`config.mk`:
```
export PLATFORM = sky130hd
export DESIGN_NAME = i2c_master_bit_sequencer_top_flat
export DESIGN_NICKNAME = d
export VERILOG_FILES = /design/src/hw/rtl/i2cms_pkg.sv /design/src/hw/rtl/i2cms_cmd_if.sv /design/src/hw/rtl/i2cms_res_if.sv /design/src/hw/rtl/i2cms_cfg_if.sv /design/src/hw/rtl/i2cms_cfg_regs.sv /design/src/hw/rtl/i2cms_step.sv /design/src/hw/rtl/i2c_master_bit_sequencer_top.sv /design/src/flat_wrapper.sv
export SDC_FILE = /design/constraint.sdc
export NUM_CORES = 1
export LEC_CHECK = 0
export ABC_AREA = 1
export BUFFER_PORTS_ARGS = -buffer_cell sky130_fd_sc_hd__buf_2
export CELL_PAD_IN_SITES_DETAIL_PLACEMENT = 1
export CELL_PAD_IN_SITES_GLOBAL_PLACEMENT = 1
export CORE_ASPECT_RATIO = 0.7
export CORE_MARGIN = 2
export CORE_UTILIZATION = 45
export CTS_BUF_LIST = sky130_fd_sc_hd__clkbuf_8
export DETAILED_ROUTE_END_ITERATION = 16
export GPL_ROUTABILITY_DRIVEN = 0
export PLACE_DENSITY = 0.8
export SLEW_MARGIN = 30
export SYNTH_ARGS = -nofsm -noshare
export SYNTH_HDL_FRONTEND = slang
export SYNTH_HIERARCHICAL = 1
export SYNTH_SLANG_ARGS = --single-unit
```
`constraint.sdc`:
```
create_clock -name clk -period 4.8 [get_ports clk]
set_input_delay 0.24 -clock clk [delete_from_list [all_inputs] [get_ports clk]]
set_output_delay 0.24 -clock clk [all_outputs]
set_load 0.1 [all_outputs]
```
`src/hw/rtl/i2cms_pkg.sv`:
```
`timescale 1ns / 1ps

package i2cms_pkg;

  localparam int unsigned ActionW   = 3;
  localparam int unsigned ByteW     = 8;
  localparam int unsigned TickW     = 10;
  localparam int unsigned BitIdxW   = 4;
  localparam int unsigned CfgIndexW = 2;
  localparam int unsigned CfgDataW  = 10;

  localparam logic [ByteW-1:0]   SetupReset   = 8'd4;
  localparam logic [ByteW-1:0]   BitPhaseReset = 8'd2;
  localparam logic [TickW-1:0]   AckTimeoutReset = 10'd250;
  localparam logic [BitIdxW-1:0] BitsPerByte  = 4'd8;

  typedef enum logic [ActionW-1:0] {
    ACT_NONE  = 3'd0,
    ACT_START = 3'd1,
    ACT_STOP  = 3'd2,
    ACT_WRITE = 3'd3,
    ACT_WAIT  = 3'd4,
    ACT_READ  = 3'd5
  } action_t;

  typedef enum logic [CfgIndexW-1:0] {
    CFG_SETUP       = 2'd0,
    CFG_BIT_PHASE   = 2'd1,
    CFG_ACK_TIMEOUT = 2'd2
  } cfg_index_t;

  typedef enum logic [3:0] {
    PH_IDLE = 4'd0,
    PH_ST1  = 4'd1,
    PH_ST2  = 4'd2,
    PH_SP1  = 4'd3,
    PH_SP2  = 4'd4,
    PH_WRA  = 4'd5,
    PH_WRB  = 4'd6,
    PH_WRC  = 4'd7,
    PH_WA1  = 4'd8,
    PH_WA2  = 4'd9,
    PH_WAP  = 4'd10,
    PH_RDA  = 4'd11,
    PH_RDB  = 4'd12,
    PH_AK1  = 4'd13,
    PH_AK2  = 4'd14
  } phase_t;

  typedef struct packed {
    logic [ByteW-1:0] setup_ticks;
    logic [ByteW-1:0] bit_phase_ticks;
    logic [TickW-1:0] ack_timeout_ticks;
  } cfg_t;

  typedef struct packed {
    phase_t             phase;
    logic [TickW-1:0]   tick_count;
    logic [BitIdxW-1:0] bit_index;
    logic [ByteW-1:0]   shift_byte;
    logic               send_ack;
    logic               scl;
    logic               sda;
    logic               drive;
    logic               ack_missing;
    logic [ByteW-1:0]   rx_hold;
  } seq_state_t;

  localparam seq_state_t SeqStateReset = '{
    phase:       PH_IDLE,
    tick_count:  '0,
    bit_index:   '0,
    shift_byte:  '0,
    send_ack:    1'b0,
    scl:         1'b1,
    sda:         1'b1,
    drive:       1'b0,
    ack_missing: 1'b0,
    rx_hold:     '0
  };

  // a programmed count of zero still holds the phase for one tick
  function automatic logic [ByteW-1:0] span(input logic [ByteW-1:0] v);
    span = (v == '0) ? 8'd1 : v;
  endfunction

endpackage

```
`src/hw/rtl/i2cms_cmd_if.sv`:
```
`timescale 1ns / 1ps

interface i2cms_cmd_if;
  import i2cms_pkg::*;

  logic               valid;
  logic               ready;
  logic [ActionW-1:0] action;
  logic [ByteW-1:0]   write_byte;
  logic               ack_after_read;
  logic               sda_sample;

  modport source (
    output valid, action, write_byte, ack_after_read, sda_sample,
    input  ready
  );
  modport sink (
    input  valid, action, write_byte, ack_after_read, sda_sample,
    output ready
  );
endinterface

```
`src/hw/rtl/i2cms_res_if.sv`:
```
`timescale 1ns / 1ps

interface i2cms_res_if;
  import i2cms_pkg::*;

  logic             valid;
  logic             ready;
  logic             scl_level;
  logic             sda_level;
  logic             sda_drive;
  logic             busy_res;
  logic             done_res;
  logic [ByteW-1:0] read_byte;
  logic             ack_missing;

  modport source (
    output valid, scl_level, sda_level, sda_drive, busy_res, done_res, read_byte,
           ack_missing,
    input  ready
  );
  modport sink (
    input  valid, scl_level, sda_level, sda_drive, busy_res, done_res, read_byte,
           ack_missing,
    output ready
  );
endinterface

```
`src/hw/rtl/i2cms_cfg_if.sv`:
```
`timescale 1ns / 1ps

interface i2cms_cfg_if;
  import i2cms_pkg::*;

  logic                 valid;
  logic                 ready;
  logic [CfgIndexW-1:0] index;
  logic [CfgDataW-1:0]  data;

  modport source (output valid, index, data, input ready);
  modport sink   (input valid, index, data, output ready);
endinterface

```
`src/hw/rtl/i2cms_cfg_regs.sv`:
```
`timescale 1ns / 1ps

module i2cms_cfg_regs (
  input  logic            clk,
  input  logic            rst,
  i2cms_cfg_if.sink       cfg,
  output i2cms_pkg::cfg_t regs
);
  import i2cms_pkg::*;

  assign cfg.ready = 1'b1;

  always_ff @(posedge clk) begin
    if (rst) begin
      regs.setup_ticks       <= SetupReset;
      regs.bit_phase_ticks   <= BitPhaseReset;
      regs.ack_timeout_ticks <= AckTimeoutReset;
    end else if (cfg.valid) begin
      case (cfg.index)
        CFG_SETUP:       regs.setup_ticks       <= cfg.data[ByteW-1:0];
        CFG_BIT_PHASE:   regs.bit_phase_ticks   <= cfg.data[ByteW-1:0];
        CFG_ACK_TIMEOUT: regs.ack_timeout_ticks <= cfg.data[TickW-1:0];
        default: ;
      endcase
    end
  end

endmodule

```
`src/hw/rtl/i2cms_step.sv`:
```
`timescale 1ns / 1ps

module i2cms_step (
  input  i2cms_pkg::seq_state_t         cur,
  input  i2cms_pkg::cfg_t               cfg,
  input  logic [i2cms_pkg::ActionW-1:0] action,
  input  logic [i2cms_pkg::ByteW-1:0]   write_byte,
  input  logic                          ack_after_read,
  input  logic                          sda_sample,
  output i2cms_pkg::seq_state_t         nxt,
  output logic                          done
);
  import i2cms_pkg::*;

  logic [ByteW-1:0]   limit;
  logic [TickW-1:0]   tick_inc;
  logic [BitIdxW-1:0] bit_inc;

  always_comb begin
    nxt      = cur;
    done     = 1'b0;
    limit    = 8'd1;
    tick_inc = '0;
    bit_inc  = '0;

    // launch a command on the tick it arrives
    if (cur.phase == PH_IDLE) begin
      nxt.tick_count = '0;
      case (action)
        ACT_START: begin
          nxt.scl   = 1'b1;
          nxt.sda   = 1'b1;
          nxt.drive = 1'b1;
          nxt.phase = PH_ST1;
        end
        ACT_STOP: begin
          nxt.scl   = 1'b0;
          nxt.sda   = 1'b0;
          nxt.drive = 1'b1;
          nxt.phase = PH_SP1;
        end
        ACT_WRITE: begin
          nxt.drive      = 1'b1;
          nxt.scl        = 1'b0;
          nxt.shift_byte = write_byte;
          nxt.bit_index  = '0;
          nxt.sda        = write_byte[ByteW-1];
          nxt.phase      = PH_WRA;
        end
        ACT_WAIT: begin
          nxt.drive = 1'b0;
          nxt.sda   = 1'b1;
          nxt.phase = PH_WA1;
        end
        ACT_READ: begin
          nxt.drive      = 1'b0;
          nxt.scl        = 1'b0;
          nxt.shift_byte = '0;
          nxt.bit_index  = '0;
          nxt.send_ack   = ack_after_read;
          nxt.phase      = PH_RDA;
        end
        default: ;
      endcase
    end

    if (nxt.phase == PH_WAP) begin
      if (!sda_sample) begin
        nxt.scl         = 1'b0;
        nxt.ack_missing = 1'b0;
        done            = 1'b1;
        nxt.phase       = PH_IDLE;
      end else if (nxt.tick_count >= cfg.ack_timeout_ticks) begin
        // no ack in time: release the bus with a stop
        nxt.ack_missing = 1'b1;
        nxt.scl         = 1'b0;
        nxt.sda         = 1'b0;
        nxt.drive       = 1'b1;
        nxt.phase       = PH_SP1;
        nxt.tick_count  = '0;
      end else begin
        nxt.tick_count = nxt.tick_count + 10'd1;
      end
    end else if (nxt.phase != PH_IDLE) begin
      case (nxt.phase) inside
        PH_ST1, PH_ST2, PH_SP1, PH_SP2: limit = span(cfg.setup_ticks);
        PH_WA1, PH_WA2, PH_RDB:         limit = 8'd1;
        default:                        limit = span(cfg.bit_phase_ticks);
      endcase
      tick_inc       = nxt.tick_count + 10'd1;
      bit_inc        = nxt.bit_index + 4'd1;
      nxt.tick_count = tick_inc;
      if (tick_inc >= {2'b00, limit}) begin
        nxt.tick_count = '0;
        case (nxt.phase)
          PH_ST1: begin
            nxt.sda   = 1'b0;
            nxt.phase = PH_ST2;
          end
          PH_ST2: begin
            nxt.scl   = 1'b0;
            done      = 1'b1;
            nxt.phase = PH_IDLE;
          end
          PH_SP1: begin
            nxt.scl   = 1'b1;
            nxt.sda   = 1'b1;
            nxt.phase = PH_SP2;
          end
          PH_SP2: begin
            done      = 1'b1;
            nxt.phase = PH_IDLE;
          end
          PH_WRA: begin
            nxt.scl   = 1'b1;
            nxt.phase = PH_WRB;
          end
          PH_WRB: begin
            nxt.scl   = 1'b0;
            nxt.phase = PH_WRC;
          end
          PH_WRC: begin
            nxt.bit_index = bit_inc;
            if (bit_inc >= BitsPerByte) begin
              done      = 1'b1;
              nxt.phase = PH_IDLE;
            end else begin
              nxt.shift_byte = {nxt.shift_byte[ByteW-2:0], 1'b0};
              nxt.sda        = nxt.shift_byte[ByteW-1];
              nxt.phase      = PH_WRA;
            end
          end
          PH_WA1: begin
            nxt.scl   = 1'b1;
            nxt.phase = PH_WA2;
          end
          PH_WA2: nxt.phase = PH_WAP;
          PH_RDA: begin
            // sample SDA as SCL rises
            nxt.scl        = 1'b1;
            nxt.shift_byte = {nxt.shift_byte[ByteW-2:0], sda_sample};
            nxt.phase      = PH_RDB;
          end
          PH_RDB: begin
            nxt.bit_index = bit_inc;
            nxt.scl       = 1'b0;
            if (bit_inc >= BitsPerByte) begin
              nxt.rx_hold = nxt.shift_byte;
              nxt.drive   = 1'b1;
              nxt.sda     = !nxt.send_ack;
              nxt.phase   = PH_AK1;
            end else begin
              nxt.phase = PH_RDA;
            end
          end
          PH_AK1: begin
            nxt.scl   = 1'b1;
            nxt.phase = PH_AK2;
          end
          PH_AK2: begin
            nxt.scl   = 1'b0;
            done      = 1'b1;
            nxt.phase = PH_IDLE;
          end
          default: nxt.phase = PH_IDLE;
        endcase
      end
    end
  end

endmodule

```
`src/hw/rtl/i2c_master_bit_sequencer_top.sv`:
```
`timescale 1ns / 1ps

// I2C master pin sequencer, stepped by one request per bus tick.
// cmd: each request is one tick from the prescaler, carrying an action,
//   the byte to write, the ACK/NACK choice for reads and the sampled SDA.
//   An action is taken only when the sequencer is idle; otherwise it is
//   ignored and the tick just advances the running sequence.
// res: one result per request with the SCL level, SDA level and drive
//   enable, busy, a done pulse, the last read byte and the ack timeout flag.
// cfg: writes setup, bit phase and ack timeout tick counts; always ready.
//   Write it only while no sequence is running.
// Each result is registered and appears the cycle after its request is accepted.
// Throughput: one request per cycle while cmd.ready is high; the sequencer
//   state and the result register update together in the accepting cycle.
// cmd.ready stays high while the result register is empty or being taken,
//   so a stalled receiver holds the result and stalls cmd behind it.
// Reset leaves the bus idle (SCL and SDA high, SDA released), config at its
//   defaults, and the result register empty.
module i2c_master_bit_sequencer_top (
  input logic       clk,
  input logic       rst,
  i2cms_cmd_if.sink cmd,
  i2cms_res_if.source res,
  i2cms_cfg_if.sink cfg
);
  import i2cms_pkg::*;

  cfg_t       regs;
  seq_state_t state;
  seq_state_t state_next;
  logic       done;
  logic       accept;

  i2cms_cfg_regs u_cfg_regs (
    .clk  (clk),
    .rst  (rst),
    .cfg  (cfg),
    .regs (regs)
  );

  i2cms_step u_step (
    .cur            (state),
    .cfg            (regs),
    .action         (cmd.action),
    .write_byte     (cmd.write_byte),
    .ack_after_read (cmd.ack_after_read),
    .sda_sample     (cmd.sda_sample),
    .nxt            (state_next),
    .done           (done)
  );

  assign cmd.ready = !res.valid || res.ready;
  assign accept    = cmd.valid && cmd.ready;

  always_ff @(posedge clk) begin
    if (rst) begin
      state     <= SeqStateReset;
      res.valid <= 1'b0;
    end else if (accept) begin
      state     <= state_next;
      res.valid <= 1'b1;
    end else if (res.ready) begin
      res.valid <= 1'b0;
    end
  end

  // result payload: load on every accepted request
  always_ff @(posedge clk) begin
    if (accept) begin
      res.scl_level   <= state_next.scl;
      res.sda_level   <= state_next.sda;
      res.sda_drive   <= state_next.drive;
      res.busy_res    <= (state_next.phase != PH_IDLE);
      res.done_res    <= done;
      res.read_byte   <= state_next.rx_hold;
      res.ack_missing <= state_next.ack_missing;
    end
  end

endmodule

```
`src/flat_wrapper.sv`:
```
// flat-port wrapper written by rule: the top's interface ports become plain ports
module i2c_master_bit_sequencer_top_flat import i2cms_pkg::*;
  (clk, rst, cmd_valid, cmd_action, cmd_write_byte, cmd_ack_after_read, cmd_sda_sample, cmd_ready, res_valid, res_scl_level, res_sda_level, res_sda_drive, res_busy_res, res_done_res, res_read_byte, res_ack_missing, res_ready, cfg_valid, cfg_index, cfg_data, cfg_ready);
  i2cms_cmd_if cmd_i ();
  i2cms_res_if res_i ();
  i2cms_cfg_if cfg_i ();
  input logic clk;
  input logic rst;
  input wire logic [$bits(cmd_i.valid)-1:0] cmd_valid;
  input wire logic [$bits(cmd_i.action)-1:0] cmd_action;
  input wire logic [$bits(cmd_i.write_byte)-1:0] cmd_write_byte;
  input wire logic [$bits(cmd_i.ack_after_read)-1:0] cmd_ack_after_read;
  input wire logic [$bits(cmd_i.sda_sample)-1:0] cmd_sda_sample;
  output wire logic [$bits(cmd_i.ready)-1:0] cmd_ready;
  output wire logic [$bits(res_i.valid)-1:0] res_valid;
  output wire logic [$bits(res_i.scl_level)-1:0] res_scl_level;
  output wire logic [$bits(res_i.sda_level)-1:0] res_sda_level;
  output wire logic [$bits(res_i.sda_drive)-1:0] res_sda_drive;
  output wire logic [$bits(res_i.busy_res)-1:0] res_busy_res;
  output wire logic [$bits(res_i.done_res)-1:0] res_done_res;
  output wire logic [$bits(res_i.read_byte)-1:0] res_read_byte;
  output wire logic [$bits(res_i.ack_missing)-1:0] res_ack_missing;
  input wire logic [$bits(res_i.ready)-1:0] res_ready;
  input wire logic [$bits(cfg_i.valid)-1:0] cfg_valid;
  input wire logic [$bits(cfg_i.index)-1:0] cfg_index;
  input wire logic [$bits(cfg_i.data)-1:0] cfg_data;
  output wire logic [$bits(cfg_i.ready)-1:0] cfg_ready;
  assign cmd_i.valid = cmd_valid;
  assign cmd_i.action = cmd_action;
  assign cmd_i.write_byte = cmd_write_byte;
  assign cmd_i.ack_after_read = cmd_ack_after_read;
  assign cmd_i.sda_sample = cmd_sda_sample;
  assign cmd_ready = cmd_i.ready;
  assign res_valid = res_i.valid;
  assign res_scl_level = res_i.scl_level;
  assign res_sda_level = res_i.sda_level;
  assign res_sda_drive = res_i.sda_drive;
  assign res_busy_res = res_i.busy_res;
  assign res_done_res = res_i.done_res;
  assign res_read_byte = res_i.read_byte;
  assign res_ack_missing = res_i.ack_missing;
  assign res_i.ready = res_ready;
  assign cfg_i.valid = cfg_valid;
  assign cfg_i.index = cfg_index;
  assign cfg_i.data = cfg_data;
  assign cfg_ready = cfg_i.ready;
  i2c_master_bit_sequencer_top u_core (.clk(clk), .rst(rst), .cmd(cmd_i), .res(res_i), .cfg(cfg_i));
endmodule
```
* After elaboration in Yosys (flattened, before gate mapping)
Cells that the tools add are included.
** Storage, ports and cells
- Bits in registers :: 80
- Output and inout port bits :: 17
** Cells by class
- $add $sub $neg :: 2
- Order comparisons :: 3
- Equality and inequality tests :: 21
- Mux-type cells :: 53
- Reductions and logical operators :: 24
** Operators by type and width (number)
- $mux W8 :: 12
- $mux W26 :: 2
- $pmux W4 S10 :: 1
- $mux W30 :: 1
- $eq A4 B4 Y1 const B :: 7
- $pmux W12 S2 :: 1
- $mux W10 :: 2
- $pmux W4 S5 :: 1
- $eq A4 B3 Y1 const B :: 4
- $logic_not A8 Y1 :: 2
- $mux W4 :: 4
- $pmux W8 S2 :: 1
- $mux W3 :: 5
- $mux W14 :: 1
- $mux W1 :: 13
- $mux W12 :: 1
- $reduce_or A3 Y1 :: 4
- $add A10 B1 Y10 const B :: 1
- $ge A10 B10 Y1 :: 1
- $ge A10 B8 Y1 :: 1
- $eq A4 B2 Y1 const B :: 2
- $pmux W1 S2 :: 4
- $reduce_bool A4 Y1 :: 2
- $reduce_or A4 Y1 :: 2
- other kinds (20) :: 28

* Logic depth before layout (Yosys ltp)
- Depth after elaboration :: 15
- Mapped depth :: 33
- Gate-level depth less buffers :: 31

* Cells and area by module
The synthesis kept the hierarchy.
** Modules (own cells, without submodules)
- i2cms_step :: times used 1, cells each 411, area each 2298.5 um^2, sequential area each 0.0 um^2
- i2c_master_bit_sequencer_top :: times used 1, cells each 273, area each 2289.7 um^2, sequential area each 1221.2 um^2
- i2cms_cfg_regs :: times used 1, cells each 158, area each 1104.8 um^2, sequential area each 520.5 um^2

* Worst setup path before layout
OpenSTA, ideal clock, no wires.
- Path kind :: reg-to-reg
- Start :: register u_core/state[38] in the netlist's numbering
- End :: register u_core/state[5] in the netlist's numbering
- Setup time :: 0.064 ns
- Arrival :: 3.307 ns
- Data required time :: 4.736 ns
- Setup slack :: 1.429 ns
- Stages on the path, launching flop included :: 32
- Buffers on the path :: 2
- Cells stage by stage :: dfxtp_1 > nor2_2 > nand2_4 > clkinv_4 > nand2_1 > nand2_4 > inv_4 > nand2_2 > o21ai_1 > or2_0 > buf_2 > nor2_4 > a22oi_1 > ha_1 > nand2_1 > inv_1 > a21oi_1 > nand2_1 > nand2_1 > nand3_1 > nor2_4 > nand2_4 > nand2_4 > nor2_8 > nand2_4 > buf_6 > nand2_1 > o21ai_2 > inv_1 > nand3_1 > nand2_1 > nor2_1
** RTL lines
- from (decl) :: RTL line i2c_master_bit_sequencer_top.sv:29 : seq_state_t state;
- from (signal assigned) :: RTL line i2c_master_bit_sequencer_top.sv:57 : state <= SeqStateReset;
- from (signal assigned) :: RTL line i2c_master_bit_sequencer_top.sv:60 : state <= state_next;

==> run summary <==
The critical setup path kind is reg2reg. Setup violation total in the final timing report: 0. Setup repair after global routing left no endpoint under its margin. Yosys mapped the design onto 45 distinct sky130hd cell types. For this configuration, the core starts out at a cell density of 46.0%.

In this run switching power makes up 43.4% of total power. The run finished with clean final reports. The worst setup path is captured at a flip-flop.

The residual DRC count was 0. The share of synthesized area in the top cell type comes to 23.2%. For the number of global-route vias before repair, the log shows 5730.

The count of flip-flops with a built-in enable after synthesis works out to 14. TritonCTS built the clock tree. For this run, the detailed router's first-pass iteration total came to 5.

The global-route wire length before repair was 30000 um. The reported max-cap violation count is 0, and the transition at the pin with the smallest max-transition slack is 961 ps. The commonest cells after synthesis are sky130_fd_sc_hd__nand2_1 (189), sky130_fd_sc_hd__inv_1 (124), sky130_fd_sc_hd__nand3_1 (99).

Summed over all failing endpoints, the final setup total negative slack is 0 ps. Timing analysis after detailed placement gives a worst setup slack of 417 ps. The register bit count reported by yosys works out to 80. The per-instance average area after synthesis was 6.76 um2. The initial antenna violation count came out at 0.

Across all hold checks on the routed design, the worst slack comes to 103 ps. Counting the buffers created by CTS gives 9. The floorplan has 34 rows. The longest clock path from root to sink contains 2 buffers. 47 I/O pins were placed. In this run the number of H-tree levels came out at 3. Cell internal power was estimated by the tool at 1270 uW. The floorplan step set the die width to 138 um.

By area the synthesized netlist is led by sky130_fd_sc_hd__dfxtp_1 (23%), sky130_fd_sc_hd__nand2_1 (12%), sky130_fd_sc_hd__nand3_1 (8.7%). For this run the aggregate overflow at the end of global routing stands at 0. Most used flip-flop cell after synthesis: sky130_fd_sc_hd__dfxtp_1.

VDD sags by at most 0.000204 V. The fraction of the core area covered by cells at the end of the flow is 49.1%, and the floorplan die height is 98.1 um. Data on the critical path arrives at its endpoint at 4650 ps.

The tools report the pin count of the biggest net entering global routing as 80. Largest area contributor in the netlist: sky130_fd_sc_hd__dfxtp_1. The die covers 13600 um2.

The clock sink count was 80; the mapped cell area was 5690 um2. The relative slew slack came out at 35.9%. The tools report the startpoint of the most critical setup path as u_core/state[38]. The worst setup path is launched from a flip-flop.

The share of layout cells above drive strength 1 came out at 15.8%. Between clock sinks in the finished design, the worst skew comes to 15.2 ps. For this run, the top clock speed supported by timing is 0.228 GHz. For this block, the routed nets add up to 18300 um of wire.

For this design, the slowest cell found on the critical path is sky130_fd_sc_hd__dfxtp_1. The final critical-path setup slack was 419 ps; the post-route minimum period was 4380 ps. The final critical path takes up 91.3% of the cycle. The final count of pins violating max slew was 0. The wire-length estimate of the detail-placed layout is 13500 um. By instance count, the leading cell after synthesis is sky130_fd_sc_hd__nand2_1. The tools report the hold path startpoint as cfg_data[9]. The path class of the tightest hold or removal check is in2reg. The share of total power dissipated in the clock network is 25.0%.

For this design the ratio of total power to cell area is 370 nW/um2. Largest fanout on the critical path: 18. The synthesized netlist net count is 892. The most frequent cell on the critical path is sky130_fd_sc_hd__nand2_1. The run gives 357 as the DRC violation total after the first TritonRoute iteration. The average via count per standard cell is 5.50.

The proportion of synthesized flip-flops having asynchronous set or reset was 0%. In the synthesized netlist, the number of instances is 842. Summed over all nets, the switching power comes to 978 uW. The clock transition at the register clock pins on the worst setup and hold paths after CTS was 80 ps; the final non-filler cell total was 1029.

The count of nets after finishing was 912. For the number of instances in the placed design, the log shows 1013. The detail route stage leaves a number of antenna-violating nets equal to 0.

In this run the static leakage power is 0.00307 uW. The area growth from synthesis to layout is 6.86%. For the worst setup path, the data required time is 5060 ps.

The portion of total power attributed to sequential cells was 34.9%. The tools report the combinational cell fraction of total power as 40.1%. 0 antenna diodes ended up in the layout.

The final-report hold violation count is 0, and the warning count from the yosys run is 6. The quantity of I/O buffers inserted on ports was 45; the clock latency on the worst-skew pair was 380 ps. The logs give 12400 um2 for the area inside the core boundary and 0 for the number of hold-repair buffers added at the cts stage.

After detailed routing, the average wire length per cell comes to 17.8 um. The startpoint identified for the worst register-to-register timing path is u_core/state[38]. The sequential element share of the synthesized area is 30.6%, and the number of buffers inserted to repair setup after CTS is 0. The logs give 1677 for the total of fill cells in the finished design and 5657 for the vias after detailed routing. For this run, the slowest stage of the critical path takes 350 ps. Clock tree synthesis selected as its root buffer the cell sky130_fd_sc_hd__clkbuf_8. For this run, the total global-route usage over all layers was measured as 27.7%.
## worst max-delay path, delay by kind of cell (launching register included)
kind                       cells  cell delay (ps)
buffers and inverters          2              110
DFF                            1              350
and+or+nand+nor               22             2830
adders and majority gates      1              320
AOI/OAI and AO/OA              4              640
## kinds of logic after synthesis
kind of cell    share of synthesized area, %
xor+xnor                               0.615
simple gates                            36.8
other cells                           0.0659
compound gates                          13.7
flops                                   30.6
fa+ha+maj                               4.40
buf+inv                                 13.8
## metrics by stage
step	power (uW)	instance area, um2
after global placement	1640	5870
after detailed placement	1680	5870
after CTS	2250	6080
after global routing	2390	6080
final	2250	6080
after floorplan	1500	5690
## sequential cells by signal (all words and copies together) (netlist names)
register                cells
u_core/res.busy_res         1
u_core/res.done_res         1
u_core/res.read_byte        8
u_core/state               39
u_core/u_cfg_regs/regs     26
u_core/res.valid            1
u_core/res.sda_drive        1
u_core/res.ack_missing      1
u_core/res.sda_level        1
u_core/res.scl_level        1
## per-layer routing
metal	track usage [%]	wire, um
met3	6.77	1080
met5	0	0
met1	38.7	8940
met2	43.2	8020
met4	6.75	268
## timing repair
action,in CTS,in global routing
resized for setup,0,2
hold endpoints to repair,0,0
endpoints found under the setup margin,0,21
## worst paths after layout
path                            depth (start not counted)                        end  slack (ps)
worst min register to register                          2  u_core/u_cfg_regs/regs[3]         470
worst min-delay path                                    3  u_core/u_cfg_regs/regs[9]         100
worst max-delay path                                   29            u_core/state[3]         420
worst max register to register                         29            u_core/state[3]         420
## power groups by stage
stage,registers (uW),clock network (uW),logic [uW]
after CTS,787,573,891
after global routing,794,606,986
after floorplan,908,0,592
after global placement,799,0,844
after detailed placement,802,0,881
final,787,562,902
## layout by cell type, fill, tap and decap left out, types with 12 or more instances in the layout
master and n:
sky130_fd_sc_hd__a21oi_1 43, sky130_fd_sc_hd__nand3_1 99, sky130_fd_sc_hd__ha_1 20, sky130_fd_sc_hd__o21ai_0 12, sky130_fd_sc_hd__a21oi_2 18, sky130_fd_sc_hd__nand4_1 19, sky130_fd_sc_hd__buf_2 45, sky130_fd_sc_hd__inv_1 126
sky130_fd_sc_hd__nor2_1 93, sky130_fd_sc_hd__a22oi_1 15, sky130_fd_sc_hd__dfxtp_1 66, sky130_fd_sc_hd__nand2_1 189, sky130_fd_sc_hd__edfxtp_1 14
## final cells by class
class | count | area (um2) | area share, %
sequential | 80 | 1740 | 28.6
inverter | 137 | 527 | 8.66
clock buffer | 9 | 124 | 2.04
tap | 162 | 203 | 3.33
clock inverter | 7 | 88.8 | 1.46
multi-input combinational | 588 | 3170 | 52.1
timing repair buffer | 46 | 233 | 3.83
Power figures use the tool's default switching activity.
